[src/rtl/core/vhm_pkg.sv]
`timescale 1ns / 1ps
// ----------------------------------------------------------------------------
// vhm_pkg
// Shared types, constants and helpers of the virtual host matcher.
// ----------------------------------------------------------------------------
package vhm_pkg;

	localparam int MAX_ENTRIES_DEF = 16;
	localparam int MAX_LEN_DEF     = 256;

	localparam logic [7:0] CH_STAR  = 8'h2a;
	localparam logic [7:0] CH_DOT   = 8'h2e;
	localparam logic [7:0] CH_COLON = 8'h3a;
	localparam logic [7:0] CH_LBRK  = 8'h5b;
	localparam logic [7:0] CH_RBRK  = 8'h5d;
	localparam logic [7:0] CH_UC_A  = 8'h41;
	localparam logic [7:0] CH_UC_Z  = 8'h5a;
	localparam logic [7:0] CASE_OFS = 8'h20;

	typedef enum logic [2:0] {
		OC_ADDED     = 3'd0,
		OC_FULL      = 3'd1,
		OC_BAD_LEN   = 3'd2,
		OC_EXACT     = 3'd3,
		OC_WILDCARD  = 3'd4,
		OC_DEFAULT   = 3'd5,
		OC_NOT_FOUND = 3'd6
	} outcome_t;

	typedef enum logic [2:0] {
		S_IDLE,
		S_META_RD,
		S_META,
		S_BYTE_RD,
		S_BYTE,
		S_DONE
	} seq_state_t;

	typedef struct packed {
		logic       req_type;
		logic [7:0] char_byte;
		logic       byte_valid;
		logic       last;
	} req_t;

	typedef struct packed {
		outcome_t   outcome;
		logic [3:0] entry_index;
		logic [4:0] entry_count;
	} rsp_t;

	typedef struct packed {
		logic       busy;
		logic       done;
		outcome_t   outcome;
		logic [3:0] entry_index;
	} seq_res_t;

	function automatic logic [7:0] fold(input logic [7:0] c);
		fold = (c >= CH_UC_A && c <= CH_UC_Z) ? c + CASE_OFS : c;
	endfunction

endpackage

[src/rtl/core/vhm_match_seq.sv]
`timescale 1ns / 1ps
// ----------------------------------------------------------------------------
// vhm_match_seq
// Lookup sequencer: walks entries, one folded byte compare per step.
// ----------------------------------------------------------------------------
module vhm_match_seq #(
	parameter int MAX_ENTRIES = vhm_pkg::MAX_ENTRIES_DEF,
	parameter int MAX_LEN     = vhm_pkg::MAX_LEN_DEF,
	localparam int IW = (MAX_ENTRIES > 1) ? $clog2(MAX_ENTRIES) : 1,
	localparam int BW = $clog2(MAX_LEN),
	localparam int LW = $clog2(MAX_LEN + 1),
	localparam int CW = $clog2(MAX_ENTRIES + 1)
) (
	input  logic                clk,
	input  logic                arst_n,
	input  logic                start,
	input  logic [LW-1:0]       lookup_len,
	input  logic [CW-1:0]       count,
	input  logic                default_present,
	output logic [IW-1:0]       meta_raddr,
	input  logic [BW-1:0]       meta_rlen,
	input  logic                meta_rwc,
	output logic [IW+BW-1:0]    pat_raddr,
	input  logic [7:0]          pat_rdata,
	output logic [BW-1:0]       host_raddr,
	input  logic [7:0]          host_rdata,
	output vhm_pkg::seq_res_t   res
);

	vhm_pkg::seq_state_t state_q, state_d;
	logic                wild_q;
	logic [CW-1:0]       idx_q;
	logic [BW-1:0]       k_q, n_q;
	logic                pofs_q;
	logic [LW-1:0]       hofs_q, len_q;
	vhm_pkg::outcome_t   oc_q;
	logic [3:0]          hit_q;

	logic                end_of_list, cand, byte_eq, last_byte;
	logic [LW-1:0]       plen_w, sl_w;
	logic [BW-1:0]       pofs_k;
	logic [LW-1:0]       hsum;

	assign end_of_list = (idx_q >= count);
	assign plen_w      = LW'(meta_rlen);
	assign sl_w        = plen_w - LW'(1);
	assign cand        = wild_q ? (meta_rwc && len_q > sl_w)
	                            : (!meta_rwc && plen_w == len_q);
	assign byte_eq     = vhm_pkg::fold(pat_rdata) == vhm_pkg::fold(host_rdata);
	assign last_byte   = (k_q + BW'(1)) == n_q;
	assign pofs_k      = k_q + BW'(pofs_q);
	assign hsum        = hofs_q + LW'(k_q);

	assign meta_raddr = idx_q[IW-1:0];
	assign pat_raddr  = {idx_q[IW-1:0], pofs_k};
	assign host_raddr = hsum[BW-1:0];

	always_comb begin
		state_d = state_q;
		case (state_q)
			vhm_pkg::S_IDLE: begin
				if (start) state_d = vhm_pkg::S_META_RD;
			end
			vhm_pkg::S_META_RD: state_d = vhm_pkg::S_META;
			vhm_pkg::S_META: begin
				if (end_of_list) begin
					state_d = wild_q ? vhm_pkg::S_DONE : vhm_pkg::S_META_RD;
				end else if (cand) begin
					state_d = vhm_pkg::S_BYTE_RD;
				end else begin
					state_d = vhm_pkg::S_META_RD;
				end
			end
			vhm_pkg::S_BYTE_RD: state_d = vhm_pkg::S_BYTE;
			vhm_pkg::S_BYTE: begin
				if (!byte_eq) state_d = vhm_pkg::S_META_RD;
				else if (last_byte) state_d = vhm_pkg::S_DONE;
				else state_d = vhm_pkg::S_BYTE_RD;
			end
			vhm_pkg::S_DONE: state_d = vhm_pkg::S_IDLE;
			default: state_d = vhm_pkg::S_IDLE;
		endcase
	end

	always_comb begin
		res.busy        = (state_q != vhm_pkg::S_IDLE);
		res.done        = (state_q == vhm_pkg::S_DONE);
		res.outcome     = oc_q;
		res.entry_index = hit_q;
	end

	always_ff @(posedge clk or negedge arst_n) begin
		if (!arst_n) begin
			state_q <= vhm_pkg::S_IDLE;
		end else begin
			state_q <= state_d;
		end
	end

	always_ff @(posedge clk) begin
		case (state_q)
			vhm_pkg::S_IDLE: begin
				if (start) begin
					wild_q <= 1'b0;
					idx_q  <= '0;
					len_q  <= lookup_len;
				end
			end
			vhm_pkg::S_META: begin
				if (end_of_list) begin
					wild_q <= 1'b1;
					idx_q  <= '0;
					oc_q   <= default_present ? vhm_pkg::OC_DEFAULT : vhm_pkg::OC_NOT_FOUND;
					hit_q  <= '0;
				end else if (cand) begin
					k_q <= '0;
					if (wild_q) begin
						n_q    <= sl_w[BW-1:0];
						pofs_q <= 1'b1;
						hofs_q <= len_q - sl_w;
					end else begin
						n_q    <= meta_rlen;
						pofs_q <= 1'b0;
						hofs_q <= '0;
					end
				end else begin
					idx_q <= idx_q + CW'(1);
				end
			end
			vhm_pkg::S_BYTE: begin
				if (!byte_eq) begin
					idx_q <= idx_q + CW'(1);
				end else if (last_byte) begin
					oc_q  <= wild_q ? vhm_pkg::OC_WILDCARD : vhm_pkg::OC_EXACT;
					hit_q <= 4'(idx_q);
				end else begin
					k_q <= k_q + BW'(1);
				end
			end
			default: ;
		endcase
	end

	a_start_idle: assert property (@(posedge clk) disable iff (!arst_n)
		start |-> state_q == vhm_pkg::S_IDLE) else $error("start while busy");
	a_done_pulse: assert property (@(posedge clk) disable iff (!arst_n)
		res.done |=> !res.done) else $error("done held");
	a_idx_range: assert property (@(posedge clk) disable iff (!arst_n)
		(state_q == vhm_pkg::S_BYTE) |-> idx_q < count) else $error("entry out of range");
	a_k_range: assert property (@(posedge clk) disable iff (!arst_n)
		(state_q == vhm_pkg::S_BYTE) |-> k_q < n_q) else $error("byte index overrun");

endmodule

[config.mk]
export PLATFORM = sky130hd
export DESIGN_NAME = vhm_match_seq
export DESIGN_NICKNAME = d
export VERILOG_FILES = /design/src/rtl/core/vhm_pkg.sv /design/src/rtl/core/vhm_match_seq.sv
export SDC_FILE = /design/constraint.sdc
export NUM_CORES = 1
export LEC_CHECK = 0
export BUFFER_PORTS_ARGS = -buffer_cell sky130_fd_sc_hd__buf_2
export CAP_MARGIN = 20
export CORE_ASPECT_RATIO = 2
export CORE_MARGIN = 2
export CORE_UTILIZATION = 51
export CTS_BUF_LIST = sky130_fd_sc_hd__clkbuf_2 sky130_fd_sc_hd__clkbuf_4 sky130_fd_sc_hd__clkbuf_8
export CTS_CLUSTER_DIAMETER = 40
export CTS_CLUSTER_SIZE = 25
export DETAILED_ROUTE_END_ITERATION = 8
export PLACE_DENSITY = 0.78
export SLEW_MARGIN = 10
export SYNTH_ARGS = -nofsm -noshare
export SYNTH_HDL_FRONTEND = slang
export SYNTH_SLANG_ARGS = --single-unit
[constraint.sdc]
create_clock -name clk -period 2.7 [get_ports clk]
set_input_delay 0.135 -clock clk [delete_from_list [all_inputs] [get_ports clk]]
set_output_delay 0.135 -clock clk [all_outputs]
set_load 0.01 [all_outputs]
==> results.md, run 1 <==
* Status: complete, no violations
* WL/cell at approximately 14 um
* Slew headroom at ~63%
* GR Util All Layers at about a fifth
* DR DRC count at 0
* Die H at roughly 120 um
* CTS root buffer: clkbuf_8
* Count of final setup violators at 0
* Initial DRC count at a little over 100
* Hpwl dp at 5750 um
* Ys async rst share at about 6.0%
* Die width at 63.1 um
* Die Area at between 7000 and 8000 um2
* Post-route design area at between 4000 and 5000 um2
* Syn_nets at approximately 420
* Antenna Cells at 0
* Syn Std Cell Area at 3560 um2
* Worst EP required at about 2.7 ns
* Tmin final at between 2 and 3 ns
* CORE AREA at between 6000 and 7000 um2
* First-pass GRT wire length at approximately 12000 um
* PD cells at about 700 nW/um2
* Register area share after synthesis at 41.7%
* Setup Crit Path Kind: reg -> reg
* Mean post-synth cell area at between 10 and 15 um2
* Clk_lat worst skew at around 0.31 ns
* Initial Utilization at 52.2%
* CTS tree: done
* Row count at 43
* Post-synth EDFFs at 47
* Worst-path fanout max at 5
* PnR Total Power at 3.06 mW
* Finished Layout Cells at 533
* Total grt overflow at 0
* Largest net degree at the start of global routing at 22
* Most common cell after layout, fill and taps aside: buf_2
* Seq cells post-synth at 50
* Period utilization at a little over nine tenths
* Placed insts at between 500 and 600
* RePlAce Congestion at ~0.8
* Placed Instance Area at ~4200 um2
* DP Worst Slack at -0.107 ns
* R2R Setup Slk at between 0.1 and 0.15 ns
* First-pass DRT Iterations at 5
* Combined area of the multi-input logic cells at around 2000 um2
* Ys flop type: edfxtp_1
* Nets@finish at between 500 and 600
* CP endpoint kind: register
* Fmax at a little under 0.4 GHz
* Final Max Slew Viols at 0
* Final WS setup at around 0.12 ns
* Cell variety after synth at 47
* Routed WL at 7220 um
* Initial antenna violation count at 0
* Arr. time, crit path at about 2.6 ns
* Number of global-route vias before repair at ~2700
* Crit path launch type: register
* Layout overhead on the synthesized area at 24.2%
* Maxcap violations at 0
* Clock Skews at between 0.004 and 0.005 ns
* Most frequent cells in the layout: buf_2, edfxtp_1, xnor2_1
* Setup TNS at 0 ns
* Hold Path Class: in -> reg
* CTS sink count at 50
* Ys Warns at 0
* CTS H-Tree Depth at 2
* Post-route ant nets at 0
* Hold Vio Cnt, Final at 0
* Vias at between 2000 and 3000
* CTS Buffer Depth at 2
* Static Leak at approximately 1.9 nW
* CTS buffer count at 5
* Post-Syn Instances at 344
* Layout cell share with drive strength beyond 1 at between 20% and 30%
* Final core occ at 64.8%
* Clk slew on worst S/H paths at around 0.09 ns
* Max IR drop VDD at a little over 600 uV
* Final hold slack at around 0.0066 ns
* Worst-Margin Slew at 0.552 ns
* I/O pin cnt at between 70 and 80
* I/O Buffers at 75
* Layout fillers at around 560
* FF+latch area at roughly 1500 um2
* Vias per inst at 5.22
==> final cells by class <==
class                   instances  share of cell area (%)
well taps                      90                    2.55
repair buffers                111                    15.4
clock inverters                 3                   0.537
clock buffers                   5                    1.56
inverters                      21                    1.87
flip-flops and latches         50                    33.6
multi-input cells             253                    44.5
==> critical path, cell delays in order, from the launching register on <==
cell	delay, ns
edfxtp_1	0.40
inv_1	0.10
ha_1	0.22
nand2b_1	0.14
a21o_1	0.18
a21o_1	0.18
a211oi_2	0.27
o21ai_2	0.11
a21o_1	0.22
buf_4	0.15
a22oi_2	0.16
buf_4	0.17
==> state kept, by name (all words and copies together) (netlist names) <==
name,flops
n_q,8
state_q,3
idx_q,5
wild_q,1
hofs_q,8
hit_q,4
pofs_q,1
oc_q,3
len_q,9
k_q,8
==> metal layers <==
| metal | wire, um | GRT usage, % | share of wire [%] |
|---|---|---|---|
| met5 | 0 | 0 | 0 |
| met3 | 243 | 2.20 | 3.4 |
| met1 | 3000 | 22.7 | 42 |
| met4 | 181 | 7.92 | 2.5 |
| met2 | 3790 | 35.0 | 53 |
==> logic make-up (layout without fill, tap and decap cells) <==
kind of cell	after synthesis	in the layout	share of synthesized area, %
DFF	50	50	41.7
AOI/OAI and AO/OA	51	51	10.5
adders and majority gates	30	30	11.0
buffers and inverters	41	140	5.16
xor gates and xnor gates	65	65	16.2
and+or+nand+nor	107	107	15.4
==> worst paths after layout <==
kind,startpoint,end,cells past startpoint
min in group asynchronous,arst_n,state_q[1]$_DFFE_PN0P_,2
max in group asynchronous,arst_n,state_q[2]$_DFFE_PN0P_,2
worst min register to register,state_q[0]$_DFFE_PN0P_,state_q[0]$_DFFE_PN0P_,1
worst max-delay path,idx_q[0]$_DFFE_PP_,k_q[6]$_SDFFCE_PP0P_,11
worst min-delay path,lookup_len[4],len_q[4]$_DFFE_PP_,1
worst max register to register,idx_q[0]$_DFFE_PP_,k_q[6]$_SDFFCE_PP0P_,11
==> where the power goes <==
group,switching [mW],total (mW),internal (mW),leakage (nW)
registers,0.140,1.21,1.07,0.473
clock network,0.256,0.441,0.185,0.0408
logic,0.752,1.41,0.663,1.37
total,1.15,3.06,1.92,1.88
==> synthesized netlist by cell type, types with 3 or more instances <==
master / count / area share (%)
and2_1: 6 / 1.1
xnor2_1: 35 / 8.6
o21bai_1: 4 / 0.84
dfrtp_1: 3 / 2.1
buf_4: 8 / 1.7
nor2b_1: 6 / 1.1
nor3b_1: 3 / 0.63
nand2_1: 18 / 1.9
and3_1: 6 / 1.1
inv_1: 21 / 2.2
nand3_1: 10 / 1.4
clkbuf_1: 12 / 1.3
edfxtp_1: 47 / 40
ha_1: 28 / 9.8
xor2_1: 29 / 7.1
nor2_1: 31 / 3.3
a21o_1: 8 / 1.7
nor3_1: 9 / 1.3
nand2b_1: 4 / 0.70
o21ai_0: 5 / 0.70
nand4_1: 4 / 0.70
a21oi_1: 12 / 1.7
==> timing repair <==
action                     CTS  global route
gates resized for setup      0             3
setup endpoints to repair    0             8
hold endpoints to repair    11             0
hold buffers                 9             0
buffers inserted             0             1
No activity file was read; power rests on OpenSTA's default activity.
==> inputs of run 2 (changes only) <==
==> constraint.sdc (replaced) <==
create_clock -name clk -period 2.7 [get_ports clk]
set_input_delay 0.54 -clock clk [delete_from_list [all_inputs] [get_ports clk]]
set_output_delay 0.54 -clock clk [all_outputs]
set_load 0.01 [all_outputs]
==> results.md, run 2 (synthesized netlist as in run 1, its figures left out) <==
* Status: complete, but fails checks
* Failing checks: negative setup slack
* Final WS setup at -0.200 ns
* CTS sink count at 50
* Die H at 122 um
* Vias at 2902
* CTS H-Tree Depth at 2
* Net Switching at 1.22 mW
* Layout cell share with drive strength beyond 1 at 40.3%
* Clk slew on worst S/H paths at roughly 0.09 ns
* Total grt overflow at 0
* CP Buf/Inv Count at 5
* Slew headroom at between 60% and 70%
* Max IR drop VDD at just under 600 uV
* Maxcap violations at 0
* Number of global-route vias before repair at roughly 2800
* CTS buffer count at 5
* Number of flip-flops under the largest register name at 9
* Crit path launch type: input pin
* Antenna Cells at 0
* Flop pwr share at 37.5%
* Arr. time, crit path at approximately 3 ns
* Clock share of power at between 10 and 15%
* Initial Utilization at about 52%
* Die width at ~63 um
* Static Leak at approximately 2.1 nW
* Die Area at around 7700 um2
* Hold Path Class: in -> reg
* Worst-path fanout max at 5
* Largest net degree at the start of global routing at 22
* Setup Crit Path Kind: in -> reg
* Finished Layout Cells at ~570
* Placed Instance Area at between 4000 and 5000 um2
* Tmin final at roughly 2.9 ns
* Post-route design area at 4800 um2
* Row count at 43
* Nets@finish at 549
* First-pass DRT Iterations at 4
* Placed insts at 540
* Period utilization at 107%
* Most frequent cells in the layout: buf_2, buf_4, edfxtp_1
* Crit-path max cell delay at approximately 0.34 ns
* Clk_lat worst skew at approximately 0.32 ns
* Routed WL at approximately 8000 um
* Fmax at approximately 0.34 GHz
* I/O pin cnt at 76
* CTS root buffer: clkbuf_8
* Critical Path, Cell by Cell: buf_8 > nor3_4 > nor3b_4 > nand2_1 > xor2_1 > ha_1 > nand4_1 > inv_1 > a221o_1 > o2111ai_2 > a21o_1 > clkinvlp_4 > buf_6 > buf_12
* CP endpoint kind: register
* CORE AREA at 6830 um2
* Most common cell after layout, fill and taps aside: buf_2
* Worst EP required at approximately 2.8 ns
* I/O Buffers at 75
* PD cells at about 670 nW/um2
* DR DRC count at 0
* R2R Setup Slk at around 0.030 ns
* Final hold slack at about 0.38 ns
* Layout overhead on the synthesized area at 34.8%
* Clock Skews at between 0.007 and 0.008 ns
* CTS Buffer Depth at 2
* Hpwl dp at ~6100 um
* Count of final setup violators at 30
* Switching Fraction at 37.6%
* GR Util All Layers at about a fifth
* Setup TNS at -4.51 ns
* Gate power share at 48.4%
* Hold Vio Cnt, Final at 0
* Vias per inst at just over 5
* Crit-path slowest cell: ha_1
* CTS tree: done
* DP Worst Slack at -0.545 ns
* Worst-Margin Slew at 0.517 ns
* WL/cell at 14.3 um
* Largest Register: len_q
* Internal power at 2.02 mW
* Top delay family on crit path: simple AND/OR/NAND/NOR gates
* Post-route ant nets at 0
* Unrepaired setup endpoints after global routing: true
* First-pass GRT wire length at roughly 13000 um
* RePlAce Congestion at about 0.90
* Layout fillers at between 400 and 500
* Initial DRC count at approximately 100
* Final Max Slew Viols at 0
* Initial antenna violation count at 0
[run 2: cell count changes in the layout (fill, tap and decap cells not counted), sizes merged]
cell | before | now
buf | 102 | 144
clkinv | 0 | 2
clkinvlp | 3 | 1
dlygate4sd3 | 9 | 1
[run 2: final cells by class]
cell class              instances  area, um2  area share, %
multi-input cells             253       2050           42.7
flip-flops and latches         50       1490           30.9
repair buffers                145        973           20.3
well taps                      90        113           2.34
inverters                      21       85.1           1.77
clock buffers                   5       68.8           1.43
clock inverters                 3       28.8          0.599
[run 2: what timing repair did]
item                                    CTS  global route
hold buffers                              1             0
pin swaps                                18            22
gates cloned                              2             0
endpoints found under the hold margin     3             0
resized for setup                        25            13
setup buffers                            12             5
endpoints found under the setup margin   34            41
[run 2: power by group through the flow]
stage          clock, mW  sequential, mW  combinational [mW]
6_report           0.457            1.21                1.57
3_3_place_gp           0            1.22                1.39
3_5_place_dp           0            1.23                1.42
2_1_floorplan          0            1.20               0.982
4_1_cts            0.467            1.21                1.51
5_1_grt            0.491            1.23                1.74
[run 2: through the flow]
stage | util [%] | power (mW)
after detailed placement | 64.6 | 2.65
after global routing | 70.3 | 3.46
after global placement | 64.6 | 2.61
after floorplan | - | 2.18
after CTS | 69.3 | 3.19
final | 70.3 | 3.24
[run 2: path summary, 6_finish.rpt]
path | startpoint | end | cells after the start
max in group asynchronous | arst_n | state_q[2]$_DFFE_PN0P_ | 2
setup reg to reg | len_q[1]$_DFFE_PP_ | k_q[3]$_SDFFCE_PP0P_ | 10
hold reg to reg | state_q[0]$_DFFE_PN0P_ | state_q[0]$_DFFE_PN0P_ | 1
setup / recovery | meta_rlen[0] | hofs_q[1]$_SDFFCE_PN0P_ | 14
hold / removal | lookup_len[6] | len_q[6]$_DFFE_PP_ | 1
min in group asynchronous | arst_n | state_q[0]$_DFFE_PN0P_ | 2
[run 2: layer usage]
metal  vias up  share of wire [%]  global-route usage (%)  wire, um
met1      1343                 37                    22.4      3030
met2        72                 56                    41.1      4500
met5         -                  0                       0         0
met3        20                3.3                    3.02       265
li1       1467                  -                       -         -
met4         0                3.7                    10.0       301
==> inputs of run 3 (changes only) <==
--- a/config.mk
+++ b/config.mk
@@ -14,7 +14,7 @@
 export CTS_CLUSTER_DIAMETER = 40
 export CTS_CLUSTER_SIZE = 25
 export DETAILED_ROUTE_END_ITERATION = 8
-export PLACE_DENSITY = 0.78
+export PLACE_DENSITY_LB_ADDON = 0.3
 export SLEW_MARGIN = 10
 export SYNTH_ARGS = -nofsm -noshare
 export SYNTH_HDL_FRONTEND = slang
==> results.md, run 3 (synthesized netlist as in run 1, its figures left out) <==
* Status: complete, but fails checks
* Failing checks: negative setup slack
* CORE AREA at 6830 um2
* PD cells at 682 nW/um2
* Vias per inst at approximately 5.3
* Initial Utilization at 52.2%
* Tmin final at between 2 and 3 ns
* CTS tree: done
* Gate power share at approximately half
* Layout overhead on the synthesized area at 33.2%
* Post-route ant nets at 0
* I/O Buffers at 75
* Final hold slack at 0.397 ns
* First-pass GRT wire length at roughly 13000 um
* CTS Buffer Depth at 2
* Hold Path Class: in -> reg
* Total grt overflow at 0
* Slew headroom at between 60% and 70%
* Top sig layer: met4
* Clock Skews at approximately 0.014 ns
* Static Leak at slightly above 2 nW
* Worst r2r path cells at 10
* Internal power at between 2 and 2.5 mW
* CTS buffer count at 5
* Fmax at 0.355 GHz
* Switching Fraction at roughly 38%
* Crit-path slowest cell: a221o_1
* Met1 WL at approximately 3200 um
* Clk slew on worst S/H paths at 0.09 ns
* Largest net degree at the start of global routing at 22
* Number of flip-flops under the largest register name at 9
* I/O pin cnt at 76
* Crit path launch type: input pin
* Clk_lat worst skew at a little over 0.3 ns
* Row count at 43
* Initial antenna violation count at 0
* Final Max Slew Viols at 0
* CTS sink count at 50
* Vias at approximately 3000
* Layout cell share with drive strength beyond 1 at between 30% and 40%
* Arr. time, crit path at 2.90 ns
* Hold Vio Cnt, Final at 0
* Unrepaired setup endpoints after global routing: true
* Most frequent cells in the layout: buf_2, buf_4, edfxtp_1
* Count of final setup violators at 31
* Worst-Margin Slew at between 0.5 and 0.6 ns
* CTS root buffer: clkbuf_8
* Setup Crit Path Kind: in -> reg
* DR DRC count at 0
* Nets@finish at 544
* Routed WL at ~8300 um
* Die Area at between 7000 and 8000 um2
* RePlAce Congestion at roughly 0.84
* Final core occ at a little over two thirds
* Critical Path, Cell by Cell: buf_12 > nor3_4 > nor3b_4 > buf_4 > xnor2_1 > ha_2 > a21o_1 > a21o_1 > a221o_1 > o2111ai_2 > a21o_1 > clkinvlp_4 > buf_4 > buf_12
* WL/cell at approximately 15 um
* Most common cell on crit path: a21o_1
* CTS H-Tree Depth at 2
* Net Switching at roughly 1.2 mW
* Clock share of power at 14.3%
* Period utilization at 104%
* Max IR drop VDD at roughly 670 uV
* Worst EP required at approximately 2.8 ns
* Hold Path Depth at 1
* Antenna Cells at 0
* Largest Register: len_q
* Metal2 WL at 4390 um
* First-pass DRT Iterations at 6
* Maxcap violations at 0
* Die width at 63.1 um
* Crit-path max cell delay at 0.33 ns
* CP endpoint kind: register
* Initial DRC count at 72
* Die H at about 120 um
* Flop pwr share at between 30% and 40%
* Hpwl dp at 6270 um
* Number of global-route vias before repair at 2928
* Routed met3 length at roughly 300 um
* Worst-path fanout max at 9
* Most common cell after layout, fill and taps aside: buf_2
* Final WS setup at -0.120 ns
* GR Util All Layers at a little over a fifth
==> run 3: cell types whose count changed in the layout (fill, tap and decap cells not counted), sizes merged <==
| cell | before | now |
|---|---|---|
| buf | 144 | 138 |
| bufbuf | 0 | 1 |
==> run 3: layout make-up <==
cell class	count	area [um2]
clock buffer	5	68.8
clock inverter	3	28.8
fill	534	2090
inverter	21	85.1
multi-input combinational	253	2010
sequential	50	1490
tap	90	113
timing repair buffer	140	951
==> run 3: worst paths after layout <==
check | to | slack (ns) | from
setup / recovery | hofs_q[3]$_SDFFCE_PN0P_ | -0.12 | meta_rlen[0]
hold / removal | len_q[1]$_DFFE_PP_ | 0.40 | lookup_len[1]
setup reg to reg | k_q[1]$_SDFFCE_PP0P_ | 0.10 | len_q[1]$_DFFE_PP_
hold reg to reg | state_q[0]$_DFFE_PN0P_ | 0.60 | state_q[0]$_DFFE_PN0P_
max in group asynchronous | state_q[0]$_DFFE_PN0P_ | 2.06 | arst_n
min in group asynchronous | state_q[1]$_DFFE_PN0P_ | 0.53 | arst_n
==> run 3: metal layers <==
layer | GRT usage [%] | up-vias
met1 | 22.0 | 1370
met4 | 14.7 | 0
met5 | 0 | -
met2 | 39.1 | 98
met3 | 2.66 | 37
li1 | - | 1457
==> run 3: worst max-delay path: cells and delay by family <==
family,cells,cell delay (ns)
adders and majority gates,1,0.18
AOI/OAI and AO/OA,5,1.02
xor gates and xnor gates,1,0.06
buffers and inverters,5,0.65
and+or+nand+nor,2,0.44
==> run 3: power groups by stage <==
stage               Sequential (mW)  Clock, mW  Combinational [mW]
finish                         1.22      0.461                1.56
global route                   1.24      0.496                1.71
CTS                            1.21      0.468                1.51
detailed placement             1.24          0                1.42
global placement               1.23          0                1.37
floorplan                      1.20          0               0.982
==> run 3: through the flow <==
step           TNS [ns]  worst slack, ns  cells  power, mW  area (um2)
2_1_floorplan     -8.67           -0.341    344       2.18        3680
6_report          -3.20           -0.120    562       3.24        4750
5_1_grt           -6.46           -0.220    562       3.44        4750
3_3_place_gp     -13.11           -0.445    538       2.60        4400
4_1_cts           -1.79          -0.0723    557       3.20        4680
3_5_place_dp     -16.99           -0.560    538       2.65        4400
==> run 3: what timing repair did <==
item | in CTS | in global routing
pin swaps | 18 | 14
resized for setup | 18 | 9
endpoints found under the hold margin | 3 | 0
hold buffers | 1 | 0
endpoints found under the setup margin | 34 | 39
buffers inserted | 9 | 5
cloned | 1 | 0
